--- src/sv/top5pc_pkg.sv ---
// ----------------------------------------------------------------------------
// top5pc_pkg
// Types and constants of the top-five peak centroid core.
// ----------------------------------------------------------------------------
`default_nettype none

package top5pc_pkg;

	localparam int IDX_W    = 16;
	localparam int SAMP_W   = 16;
	localparam int TOPK     = 5;
	localparam int CNT_W    = IDX_W + 1;
	localparam int HELD_W   = $clog2(TOPK + 1);
	localparam int POS_W    = $clog2(TOPK);
	localparam int SUM_W    = IDX_W + 3;
	localparam int VALL_W   = SAMP_W + 3;
	localparam int OUT_W    = 18;
	localparam int ST_W     = 2;
	localparam int TDATA_W  = ((2 * OUT_W + 7) / 8) * 8;
	localparam int STDATA_W = ((SAMP_W + 7) / 8) * 8;
	localparam int QDEPTH   = 2;
	localparam int QPTR_W   = $clog2(QDEPTH);
	localparam int QCNT_W   = $clog2(QDEPTH + 1);

	typedef logic signed [SAMP_W-1:0] samp_t;
	typedef logic [IDX_W-1:0]         idx_t;
	typedef logic [ST_W-1:0]          status_t;
	typedef logic signed [VALL_W-1:0] vall_t;
	typedef logic [SUM_W-1:0]         isum_t;

	localparam status_t ST_OK   = 2'd0;
	localparam status_t ST_FEW  = 2'd1;
	localparam status_t ST_LONG = 2'd2;

	typedef struct packed {
		samp_t [TOPK-1:0] vals;
		idx_t  [TOPK-1:0] idxs;
		status_t          status;
	} snap_t;

endpackage

`default_nettype wire

--- src/sv/top5pc_front.sv ---
// ----------------------------------------------------------------------------
// top5pc_front
// Accepts samples, keeps the ranked top five and hands a snapshot per trace.
// ----------------------------------------------------------------------------
`default_nettype none

module top5pc_front import top5pc_pkg::*; (
	input  logic  clk,
	input  logic  arst_n,
	input  logic  in_valid,
	output logic  in_ready,
	input  samp_t in_sample,
	input  logic  in_last,
	output logic  push,
	output snap_t push_data,
	input  logic  q_full
);

	samp_t             vals_q [TOPK];
	idx_t              idxs_q [TOPK];
	logic [HELD_W-1:0] held_q;
	logic [CNT_W-1:0]  cnt_q;
	logic              ovf_q;

	logic              acc;
	logic              room;
	idx_t              new_idx;
	logic [TOPK-1:0]   gt;
	samp_t             ins_v [TOPK];
	idx_t              ins_i [TOPK];
	logic [HELD_W-1:0] held_n;
	logic [HELD_W-1:0] held_after;

	assign in_ready = !q_full;
	assign acc      = in_valid && in_ready;
	assign room     = !cnt_q[IDX_W];
	assign new_idx  = cnt_q[IDX_W-1:0];
	assign held_n   = (held_q < HELD_W'(TOPK)) ? held_q + HELD_W'(1) : held_q;
	assign held_after = room ? held_n : held_q;

	always_comb begin
		for (int i = 0; i < TOPK; i++) begin
			gt[i] = (HELD_W'(i) < held_q) && (vals_q[i] > in_sample);
		end
	end

	always_comb begin
		ins_v[0] = gt[0] ? vals_q[0] : in_sample;
		ins_i[0] = gt[0] ? idxs_q[0] : new_idx;
		for (int i = 1; i < TOPK; i++) begin
			if (gt[i]) begin
				ins_v[i] = vals_q[i];
				ins_i[i] = idxs_q[i];
			end else if (gt[i-1]) begin
				ins_v[i] = in_sample;
				ins_i[i] = new_idx;
			end else begin
				ins_v[i] = vals_q[i-1];
				ins_i[i] = idxs_q[i-1];
			end
		end
	end

	always_comb begin
		push = acc && in_last;
		for (int i = 0; i < TOPK; i++) begin
			push_data.vals[i] = room ? ins_v[i] : vals_q[i];
			push_data.idxs[i] = room ? ins_i[i] : idxs_q[i];
		end
		if (ovf_q || !room) begin
			push_data.status = ST_LONG;
		end else if (held_after < HELD_W'(TOPK)) begin
			push_data.status = ST_FEW;
		end else begin
			push_data.status = ST_OK;
		end
	end

	always_ff @(posedge clk or negedge arst_n) begin
		if (!arst_n) begin
			held_q <= '0;
			cnt_q  <= '0;
			ovf_q  <= 1'b0;
		end else if (acc) begin
			if (in_last) begin
				held_q <= '0;
				cnt_q  <= '0;
				ovf_q  <= 1'b0;
			end else if (room) begin
				held_q <= held_n;
				cnt_q  <= cnt_q + CNT_W'(1);
			end else begin
				ovf_q  <= 1'b1;
			end
		end
	end

	always_ff @(posedge clk) begin
		if (acc && !in_last && room) begin
			for (int i = 0; i < TOPK; i++) begin
				vals_q[i] <= ins_v[i];
				idxs_q[i] <= ins_i[i];
			end
		end
	end

endmodule

`default_nettype wire

--- src/sv/top5pc_queue.sv ---
// ----------------------------------------------------------------------------
// top5pc_queue
// Short snapshot queue between the front and the back.
// ----------------------------------------------------------------------------
`default_nettype none

module top5pc_queue import top5pc_pkg::*; (
	input  logic  clk,
	input  logic  arst_n,
	input  logic  push,
	input  snap_t push_data,
	output logic  full,
	output logic  out_valid,
	input  logic  out_ready,
	output snap_t out_data
);

	snap_t             mem_q [QDEPTH];
	logic [QPTR_W-1:0] wptr_q;
	logic [QPTR_W-1:0] rptr_q;
	logic [QCNT_W-1:0] cnt_q;
	logic              wr;
	logic              rd;

	assign full      = (cnt_q == QCNT_W'(QDEPTH));
	assign out_valid = (cnt_q != '0);
	assign out_data  = mem_q[rptr_q];
	assign wr        = push && !full;
	assign rd        = out_valid && out_ready;

	always_ff @(posedge clk or negedge arst_n) begin
		if (!arst_n) begin
			wptr_q <= '0;
			rptr_q <= '0;
			cnt_q  <= '0;
		end else begin
			if (wr) begin
				wptr_q <= wptr_q + QPTR_W'(1);
			end
			if (rd) begin
				rptr_q <= rptr_q + QPTR_W'(1);
			end
			if (wr && !rd) begin
				cnt_q <= cnt_q + QCNT_W'(1);
			end else if (rd && !wr) begin
				cnt_q <= cnt_q - QCNT_W'(1);
			end
		end
	end

	always_ff @(posedge clk) begin
		if (wr) begin
			mem_q[wptr_q] <= push_data;
		end
	end

endmodule

`default_nettype wire

--- src/sv/top5pc_back.sv ---
// ----------------------------------------------------------------------------
// top5pc_back
// Sums, picks the outlier to drop and forms the trimmed centroid result (zero sums unless status is OK).
// ----------------------------------------------------------------------------
`default_nettype none

module top5pc_back import top5pc_pkg::*; (
	input  logic             clk,
	input  logic             arst_n,
	input  logic             in_valid,
	output logic             in_ready,
	input  snap_t            in_data,
	output logic             out_valid,
	input  logic             out_ready,
	output logic [OUT_W-1:0] value_sum_four,
	output logic [OUT_W-1:0] index_sum_four,
	output status_t          status
);

	logic             en;
	logic             v_s1;
	snap_t            snap_s1;
	isum_t            total_s1;
	vall_t            vall_s1;
	logic             v_s2;
	snap_t            snap_s2;
	isum_t            total_s2;
	vall_t            vall_s2;
	logic [POS_W-1:0] drop_s2;
	logic             out_valid_q;
	logic [OUT_W-1:0] vsum_q;
	logic [OUT_W-1:0] isum_q;
	status_t          status_q;

	isum_t            total_c;
	vall_t            vall_c;
	isum_t            s5;
	isum_t            spread;
	isum_t            best;
	logic [POS_W-1:0] drop_c;
	vall_t            vsum_c;
	isum_t            isum_c;

	assign en        = !out_valid_q || out_ready;
	assign in_ready  = en;
	assign out_valid = out_valid_q;
	assign value_sum_four = vsum_q;
	assign index_sum_four = isum_q;
	assign status    = status_q;

	always_comb begin
		total_c = '0;
		vall_c  = '0;
		for (int i = 0; i < TOPK; i++) begin
			total_c = total_c + SUM_W'(in_data.idxs[i]);
			vall_c  = vall_c + VALL_W'($signed(in_data.vals[i]));
		end
	end

	always_comb begin
		best   = '0;
		drop_c = '0;
		s5     = '0;
		spread = '0;
		for (int i = 0; i < TOPK; i++) begin
			s5     = (SUM_W'(snap_s1.idxs[i]) << 2) + SUM_W'(snap_s1.idxs[i]);
			spread = (s5 >= total_s1) ? s5 - total_s1 : total_s1 - s5;
			if (i == 0 || spread > best) begin
				best   = spread;
				drop_c = POS_W'(i);
			end
		end
	end

	always_comb begin
		vsum_c = vall_s2 - VALL_W'($signed(snap_s2.vals[drop_s2]));
		isum_c = total_s2 - SUM_W'(snap_s2.idxs[drop_s2]);
	end

	always_ff @(posedge clk or negedge arst_n) begin
		if (!arst_n) begin
			v_s1        <= 1'b0;
			v_s2        <= 1'b0;
			out_valid_q <= 1'b0;
		end else if (en) begin
			v_s1        <= in_valid;
			v_s2        <= v_s1;
			out_valid_q <= v_s2;
		end
	end

	always_ff @(posedge clk) begin
		if (en) begin
			snap_s1  <= in_data;
			total_s1 <= total_c;
			vall_s1  <= vall_c;
			snap_s2  <= snap_s1;
			total_s2 <= total_s1;
			vall_s2  <= vall_s1;
			drop_s2  <= drop_c;
			status_q <= snap_s2.status;
			if (snap_s2.status == ST_OK) begin
				vsum_q <= vsum_c[OUT_W-1:0];
				isum_q <= isum_c[OUT_W-1:0];
			end else begin
				vsum_q <= '0;
				isum_q <= '0;
			end
		end
	end

endmodule

`default_nettype wire

--- src/sv/top5_peak_centroid_core.sv ---
// ----------------------------------------------------------------------------
// top5_peak_centroid_core
// Running top-five sample selection with an outlier-trimmed centroid.
//
//   channel | dir | tdata                          | tuser  | tlast
//   s_*     | in  | sample[15:0]                   | -      | last_sample
//   m_*     | out | value_sum_four, index_sum_four | status | -
//
// One sample per cycle while s_tready is high; the parallel five-entry compare insert sets that rate.
// The edge that accepts the last sample of a trace writes its snapshot to the queue;
// the result then passes the sum stage, drop select stage and output register.
// Reset is asynchronous and clears counts and valid flags; nothing is swept.
// s_tready drops only while the two-entry snapshot queue is full.
// ----------------------------------------------------------------------------
`default_nettype none

module top5_peak_centroid_core import top5pc_pkg::*; (
	input  logic                clk,
	input  logic                arst_n,
	input  logic                s_tvalid,
	output logic                s_tready,
	input  logic [STDATA_W-1:0] s_tdata,  // sample
	input  logic                s_tlast,
	output logic                m_tvalid,
	input  logic                m_tready,
	output logic [TDATA_W-1:0]  m_tdata,  // value_sum_four, index_sum_four, zeros
	output logic [ST_W-1:0]     m_tuser   // status
);

	logic             push;
	snap_t            push_data;
	logic             q_full;
	logic             q_valid;
	logic             q_ready;
	snap_t            q_data;
	logic [OUT_W-1:0] value_sum_four;
	logic [OUT_W-1:0] index_sum_four;

	top5pc_front u_front (
		.clk       (clk),
		.arst_n    (arst_n),
		.in_valid  (s_tvalid),
		.in_ready  (s_tready),
		.in_sample (samp_t'(s_tdata[SAMP_W-1:0])),
		.in_last   (s_tlast),
		.push      (push),
		.push_data (push_data),
		.q_full    (q_full)
	);

	top5pc_queue u_queue (
		.clk       (clk),
		.arst_n    (arst_n),
		.push      (push),
		.push_data (push_data),
		.full      (q_full),
		.out_valid (q_valid),
		.out_ready (q_ready),
		.out_data  (q_data)
	);

	top5pc_back u_back (
		.clk            (clk),
		.arst_n         (arst_n),
		.in_valid       (q_valid),
		.in_ready       (q_ready),
		.in_data        (q_data),
		.out_valid      (m_tvalid),
		.out_ready      (m_tready),
		.value_sum_four (value_sum_four),
		.index_sum_four (index_sum_four),
		.status         (m_tuser)
	);

	assign m_tdata = {(TDATA_W - 2 * OUT_W)'(0), index_sum_four, value_sum_four};

endmodule

`default_nettype wire

--- config.mk ---
export PLATFORM = sky130hd
export DESIGN_NAME = top5_peak_centroid_core
export DESIGN_NICKNAME = d
export VERILOG_FILES = /design/src/sv/top5pc_pkg.sv /design/src/sv/top5pc_front.sv /design/src/sv/top5pc_queue.sv /design/src/sv/top5pc_back.sv /design/src/sv/top5_peak_centroid_core.sv
export SDC_FILE = /design/constraint.sdc
export NUM_CORES = 2
export LEC_CHECK = 0
export ABC_CLOCK_PERIOD_IN_PS = 11300
export BUFFER_PORTS_ARGS = -buffer_cell sky130_fd_sc_hd__clkbuf_2
export CAP_MARGIN = 15
export CORE_ASPECT_RATIO = 0.7
export CORE_MARGIN = 2
export CORE_UTILIZATION = 55
export CTS_BUF_LIST = sky130_fd_sc_hd__clkbuf_4 sky130_fd_sc_hd__clkbuf_8
export DETAILED_ROUTE_END_ITERATION = 12
export GPL_TIMING_DRIVEN = 0
export PLACE_DENSITY = 0.84
export SYNTH_ARGS = -nofsm -noshare
export SYNTH_HDL_FRONTEND = slang
export SYNTH_HIERARCHICAL = 1
export SYNTH_SLANG_ARGS = --single-unit
--- constraint.sdc ---
create_clock -name clk -period 11.3 [get_ports clk]
set_input_delay 0 -clock clk [delete_from_list [all_inputs] [get_ports clk]]
set_output_delay 0 -clock clk [all_outputs]
set_load 0.02 [all_outputs]
# --- After elaboration in Yosys (flattened, before gate mapping) ---
# Memories as Yosys holds them, arrays and structs flattened.
# Index checks and enable logic that the tools add are counted.
op_classes:
  eq_ne: 2
  magnitude_cmp: 22
  addsub: 31
  muxes: 58
  reduce_logical: 27
op_table:
  columns: ["op", "n"]
  rows:
  - ["16-bit 2-to-1 mux", 30]
  - ["19-bit subtractor", 10]
  - ["19-bit 2-to-1 mux", 8]
  - ["16-bit binary-select mux with 3-bit select", 2]
  - ["18-bit by 16-bit adder with 19-bit output", 5]
  - ["19-bit greater-or-equal comparator", 5]
  - ["16-bit > comparator", 5]
  - ["19-bit > comparator", 4]
  - ["19-bit by 16-bit adder with 19-bit output", 3]
  - ["18-bit by 16-bit adder with 18-bit output", 2]
  - ["18-bit by 16-bit subtractor with 18-bit output", 2]
  - ["16-bit by 16-bit adder with 17-bit output", 2]
  - ["17-bit 2-to-1 mux", 2]
  - ["17-bit by 16-bit adder with 18-bit output", 1]
  - ["17-bit by 1-bit adder with 17-bit output, second input constant", 1]
  - ["3-bit 2-to-1 mux", 5]
  - ["1-bit logical AND", 13]
  - ["1-bit 2-to-1 mux", 8]
  - ["1-bit logical NOT", 6]
  - ["1-bit by 3-bit < comparator with 1-bit output, first input constant", 2]
  - ["2-bit by 3-bit < comparator with 1-bit output, first input constant", 2]
  - ["3-bit < comparator, second input constant", 2]
  - ["2-bit 2-to-1 mux", 3]
  - ["2-bit nonzero test", 3]
  - ["11 further kinds", 14]
totals:
  regBits: 466
  mem_count: 3
  mem_bits_rw: 484
memory_table:
  columns: ["memory", "depth", "width", "read_ports", "rd_clocked_by_memory_dff", "wr", "line_no", "text"]
  rows:
  - ["u_queue.mem_q", 2, 162, 1, 0, 1, "top5pc_queue.sv:18", "snap_t mem_q [QDEPTH];"]
  - ["u_front.idxs_q", 5, 16, 5, 0, 5, "top5pc_front.sv:20", "idx_t idxs_q [TOPK];"]
  - ["u_front.vals_q", 5, 16, 5, 0, 5, "top5pc_front.sv:19", "samp_t vals_q [TOPK];"]

# --- Logic depth before layout (Yosys ltp) ---
depth:
  depth_word: 10
  mapped_depth: 74

# --- By module ---
# Netlist, hierarchy kept.
modules_own_cells:
  columns: ["module", "area_each_um2", "n_inst", "cells_each"]
  rows:
  - ["top5pc_back", 34271.6, 1, 3190]
  - ["top5pc_front", 14196.1, 1, 1588]
  - ["top5pc_queue", 12160.4, 1, 523]
  - ["top5_peak_centroid_core", 33.8, 1, 5]

# --- Least setup slack after synthesis ---
# Ideal clock, no wire load.
synth_timing:
  kind: "input to register"
  start: "input m_tready"
  end: "register u_queue.cnt_q[1]"
  path_slack_ns: -1.338
  setup_time_ns: 0.079
  cell_stages: 5
  t_arrival_ns: 12.559
  required_time_ns: 11.221
  path_cell_list: "nand2b_1 -> nand2_1 -> ha_1 -> nor2_1 -> xor2_1"
synth_between:
  elab_chain_len: 5
synth_lines:
  columns: ["element", "line_no", "text"]
  rows:
  - ["start: declaration", "top5_peak_centroid_core.sv:25", "input logic m_tready,"]
  - ["1-bit logical OR *", "top5pc_back.sv:44", "assign en = !out_valid_q || out_ready;"]
  - ["1-bit logical AND *", "top5pc_queue.sv:29", "assign rd = out_valid && out_ready;"]
  - ["1-bit logical NOT", "top5pc_queue.sv:43", "if (wr && !rd) begin"]
  - ["1-bit logical AND", "top5pc_queue.sv:43", null]
  - ["2-bit 2-to-1 mux / 2-bit nonzero test (equally long branches)", null, null]
  - ["end signal: assignment", "top5pc_queue.sv:44", "cnt_q <= cnt_q + QCNT_W'(1);"]
  - ["end signal: assignment", "top5pc_queue.sv:46", "cnt_q <= cnt_q - QCNT_W'(1);"]
  - ["end: declaration", "top5pc_queue.sv:21", "logic [QCNT_W-1:0] cnt_q;"]
# Mark *: on every way between the ends. The rest lies on a longest branch, timed or not.
# A chain may end at the register's enable or synchronous reset.

# --- Worst setup path after layout ---
layout_timing:
  start: "register u_back/snap_s1[18] (netlist bit)"
  end: "register u_back.drop_s2[0], data pin"
layout_between:
  elab_chain_len: 10
layout_lines:
  columns: ["element", "line_no", "text"]
  rows:
  - ["start: declaration", "top5pc_back.sv:22", "snap_t snap_s1;"]
  - ["start signal: assignment", "top5pc_back.sv:94", "snap_s1 <= in_data;"]
  - ["18-bit by 16-bit adder with 19-bit output *", "top5pc_back.sv:66", "s5 = (SUM_W'(snap_s1.idxs[i]) << 2) + SUM_W'(snap_s1.idxs[i]);"]
  - ["19-bit subtractor / 19-bit greater-or-equal comparator (equally long branches)", "top5pc_back.sv:67", "spread = (s5 >= total_s1) ? s5 - total_s1 : total_s1 - s5;"]
  - ["19-bit 2-to-1 mux *", "top5pc_back.sv:67", null]
  - ["19-bit > comparator", "top5pc_back.sv:68", "if (i == 0 || spread > best) begin"]
  - ["19-bit 2-to-1 mux", "top5pc_back.sv:68", null]
  - ["19-bit > comparator", "top5pc_back.sv:68", null]
  - ["19-bit 2-to-1 mux", "top5pc_back.sv:68", null]
  - ["19-bit > comparator", "top5pc_back.sv:68", null]
  - ["19-bit 2-to-1 mux", "top5pc_back.sv:68", null]
  - ["19-bit > comparator", "top5pc_back.sv:68", null]
  - ["end signal: assignment", "top5pc_back.sv:100", "drop_s2 <= drop_c;"]
  - ["end: declaration", "top5pc_back.sv:29", "logic [POS_W-1:0] drop_s2;"]
# Marks and branches as above.

==> results.sh <==
export IMPL_status="complete, but fails checks"
export IMPL_violations="setup timing"
export IMPL_drv_slew=0
export IMPL_synth_compound_area_share=0.1665
export IMPL_synth_top_family_by_area="compound AO/OA/AOI/OAI gates"
export IMPL_post_drt_wl_per_cell_um=27.50
export IMPL_dp_hpwl_um=152800
export IMPL_maxCapViolCount=0
export IMPL_cpMaxStageDelayCell="edfxtp_1"
export IMPL_ys_seq_elements=950
export IMPL_hold_viol_final=0
export IMPL_ant_nets=0
export IMPL_cts_tree="yes"
export IMPL_overflow=0
export IMPL_syn_avg_cell_area_um2=11.43
export IMPL_met3_usage=0.1596
export IMPL_timing_fmax_mhz=80.25
export IMPL_die_width_um=400.9
export IMPL_synth_distinct_cells=114
export IMPL_rsz0062_at_grt="true"
export IMPL_vias_per_cell=6.612
export IMPL_clockRootBuffer="clkbuf_8"
export IMPL_muxShareOfSynthArea=0.06897
export IMPL_critPathBufInv=10
export IMPL_portBuffers=60
export IMPL_top_usage_layer="met1"
export IMPL_routed_wl_um=197700
export IMPL_seq_area_frac_synth=0.4680
export IMPL_synth_xor_area_frac=0.03350
export IMPL_crit_type="reg -> reg"
export IMPL_ys_warn_count=6
export IMPL_gr_usage_met2=0.4684
export IMPL_ioPinCount=65
export IMPL_startpoint_type="flip-flop"
export IMPL_start_util=0.5569
export IMPL_crit_required_ns=11.91
export IMPL_synth_edff_count=922
export IMPL_placedCellCount=6826
export IMPL_grt_max_degree=112
export IMPL_rows=101
export IMPL_cts_sinks=950
export IMPL_critPathCaptureType="flip-flop"
export IMPL_clockBufferDepth=3
export IMPL_drt_pass1_iterations=9
export IMPL_synth_simple_area_share=0.08298
export IMPL_layout_drive_gt1_share=0.1639
export IMPL_drc_errors=0
export IMPL_synth_fa_ha_area_frac=0.1353
export IMPL_via_count=47520
export IMPL_cts_htree_levels=4
export IMPL_gp_routability_congestion=1.002
export IMPL_grt_pass1_wl_um=286800
export IMPL_worstMarginPinSlew_ns=1.350
export IMPL_cpLargestDelayFamily="compound AO/OA/AOI/OAI gates"
export IMPL_clkLatencyLatePin_ns=0.82
export IMPL_hp_class="in -> reg"
export IMPL_worst_ep_arrival_time_ns=13.07
export IMPL_nNetsFinal=6252
export IMPL_skew_ns=0.04737
export IMPL_grt_usage=0.3418
export IMPL_use_met1=0.4895
export IMPL_syn_area_mm2=0.06066
export IMPL_path_clk_slew_ns=0.07
export IMPL_relSlewSlack=0.09578
export IMPL_syn_inst=5306
export IMPL_grt_antenna_before_repair=12
export IMPL_numCtsBuffers=134
export IMPL_crit_fanout=7
export IMPL_grt_pass1_vias=44740
export IMPL_coreArea_mm2=0.1089
export IMPL_first_iter_violations=8067
export IMPL_crit_path_max_incr_delay_ns=0.47
export IMPL_critPathMostFrequentCell="a21oi_2"
export IMPL_fin_ws_ns=-1.162
export IMPL_fp_dieArea_mm2=0.1130
export IMPL_dp_slack_ns=-2.801
export IMPL_area_growth_pct=11.63
export IMPL_stdcell_count=7187
export IMPL_setup_violations=3
export IMPL_die_h_um=281.9
export IMPL_fin_crit_sh=1.103
export IMPL_period_minus_slack_ns=12.46
export IMPL_ys_flop_type="edfxtp_1"
export IMPL_ys_async_sr_fraction=0.02947
==> sequential cells by signal (all words and copies together) (netlist names) <==
signal,count
u_queue/cnt_q,2
u_back/snap_s1,162
u_back/snap_s2,162
u_front/held_q,3
u_queue/mem_q,324
u_back/v_s2,1
u_back/value_sum_four,18
u_back/out_valid,1
u_front/ovf_q,1
u_back/status,2
u_back/total_s2,18
u_back/vall_s2,18
u_front/vals_q,80
u_front/cnt_q,17
u_back/drop_s2,3
u_back/total_s1,19
u_back/v_s1,1
u_queue/wptr_q,1
u_front/idxs_q,80
u_back/vall_s1,18
u_queue/rptr_q,1
u_back/index_sum_four,18
==> synthesized netlist by cell type, types with 159 or more instances <==
master    number  share of area
xnor2_1      160          0.023
a21o_1       159          0.020
nor3_1       177          0.015
nand3_1      194          0.016
a21oi_1      304          0.025
ha_1         496           0.10
clkbuf_1     164          0.010
o21ai_0      278          0.023
edfxtp_1     922           0.46
a31oi_1      348          0.036
nor2_1       215          0.013
inv_1        325          0.020
==> stage by stage <==
| stage | setup TNS [ns] | utilization | instance area [um^2] | hold slack, ns |
|---|---|---|---|---|
| global placement | -200.80 | 0.5780 | 62960 | 0.07604 |
| floorplan | -0.003975 | - | 60850 | -0.2956 |
| CTS | -2.811 | 0.6173 | 67240 | 0.06216 |
| global route | -4.638 | 0.6214 | 67690 | 0.1305 |
| detailed placement | -7.760 | 0.5817 | 63360 | 0.08247 |
| finish | -3.309 | 0.6216 | 67720 | 0.1153 |
==> final timing paths <==
check	from	to	slack [ns]	cells past startpoint
min	s_tvalid	u_front/held_q[1]	0.12	4
max	u_back/snap_s1[18]	u_back/drop_s2[0]	-1.16	68
min in group asynchronous	arst_n	u_front/cnt_q[10]	0.21	4
max in group asynchronous	arst_n	u_front/held_q[1]	10.91	4
max reg2reg	u_back/snap_s1[18]	u_back/drop_s2[0]	-1.16	68
min reg2reg	u_back/vall_s1[2]	u_back/vall_s2[2]	0.40	0
==> final cells by class <==
| class | count | area, um^2 |
|---|---|---|
| Clock buffer | 165 | 2083 |
| Tap cell | 1442 | 1804 |
| Buffer | 298 | 1577 |
| Timing Repair Buffer | 192 | 1673 |
| Clock inverter | 72 | 576.8 |
| Inverter | 327 | 1235 |
| Sequential cell | 950 | 28390 |
| Antenna cell | 9 | 22.52 |
| Multi-Input combinational cell | 3732 | 30360 |
| Fill cell | 8362 | 41210 |
==> routing by layer <==
layer,wire length (um),up-vias
met3,34550,422
met4,4744,8
met1,80640,22930
met5,241,-
met2,77490,3285
li1,-,20880
==> logic make-up after synthesis <==
group	count (synthesis)
compound gates	1539
xor+xnor	232
fa+ha+maj	596
buf+inv	627
flops	950
mux	356
other cells	1
simple gates	1005
==> cell usage in the layout (no fill, tap or decap), drive strengths merged, types with 31 or more instances in the layout <==
| master | Yosys | layout |
|---|---|---|
| a211oi | 39 | 39 |
| a21o | 160 | 160 |
| a21oi | 315 | 315 |
| a311oi | 66 | 66 |
| a31oi | 348 | 348 |
| buf | 134 | 244 |
| clkbuf | 166 | 389 |
| clkinv | 2 | 52 |
| edfxtp | 922 | 922 |
| fa | 100 | 100 |
| ha | 496 | 496 |
| inv | 325 | 335 |
| mux2 | 238 | 238 |
| mux2i | 117 | 117 |
| nand2 | 153 | 153 |
| nand3 | 194 | 194 |
| nand4 | 52 | 52 |
| nor2 | 216 | 216 |
| nor2b | 59 | 59 |
| nor3 | 181 | 181 |
| o21a | 50 | 50 |
| o21ai | 325 | 325 |
| o21bai | 35 | 35 |
| o22a | 31 | 31 |
| xnor2 | 160 | 160 |
| xor2 | 72 | 72 |
==> timing repair <==
| item | CTS | global route |
|---|---|---|
| gates cloned | 0 | 0 |
| resized for setup | 81 | 56 |
| pin swaps | 70 | 64 |
| hold buffers | 23 | 0 |
| buffers inserted | 74 | 20 |
| endpoints found under the hold margin | 270 | 0 |
| setup endpoints to repair | 3 | 3 |
==> worst min-delay path, delay by kind of cell <==
family | cells | cell delay, ns
buffers and inverters | 2 | 0.65
and+or+nand+nor | 1 | 0.08
AOI/OAI and AO/OA | 1 | 0.14
Power is not shown: default switching activity piles up to over one toggle a cycle in this logic, so the estimate is an artifact.
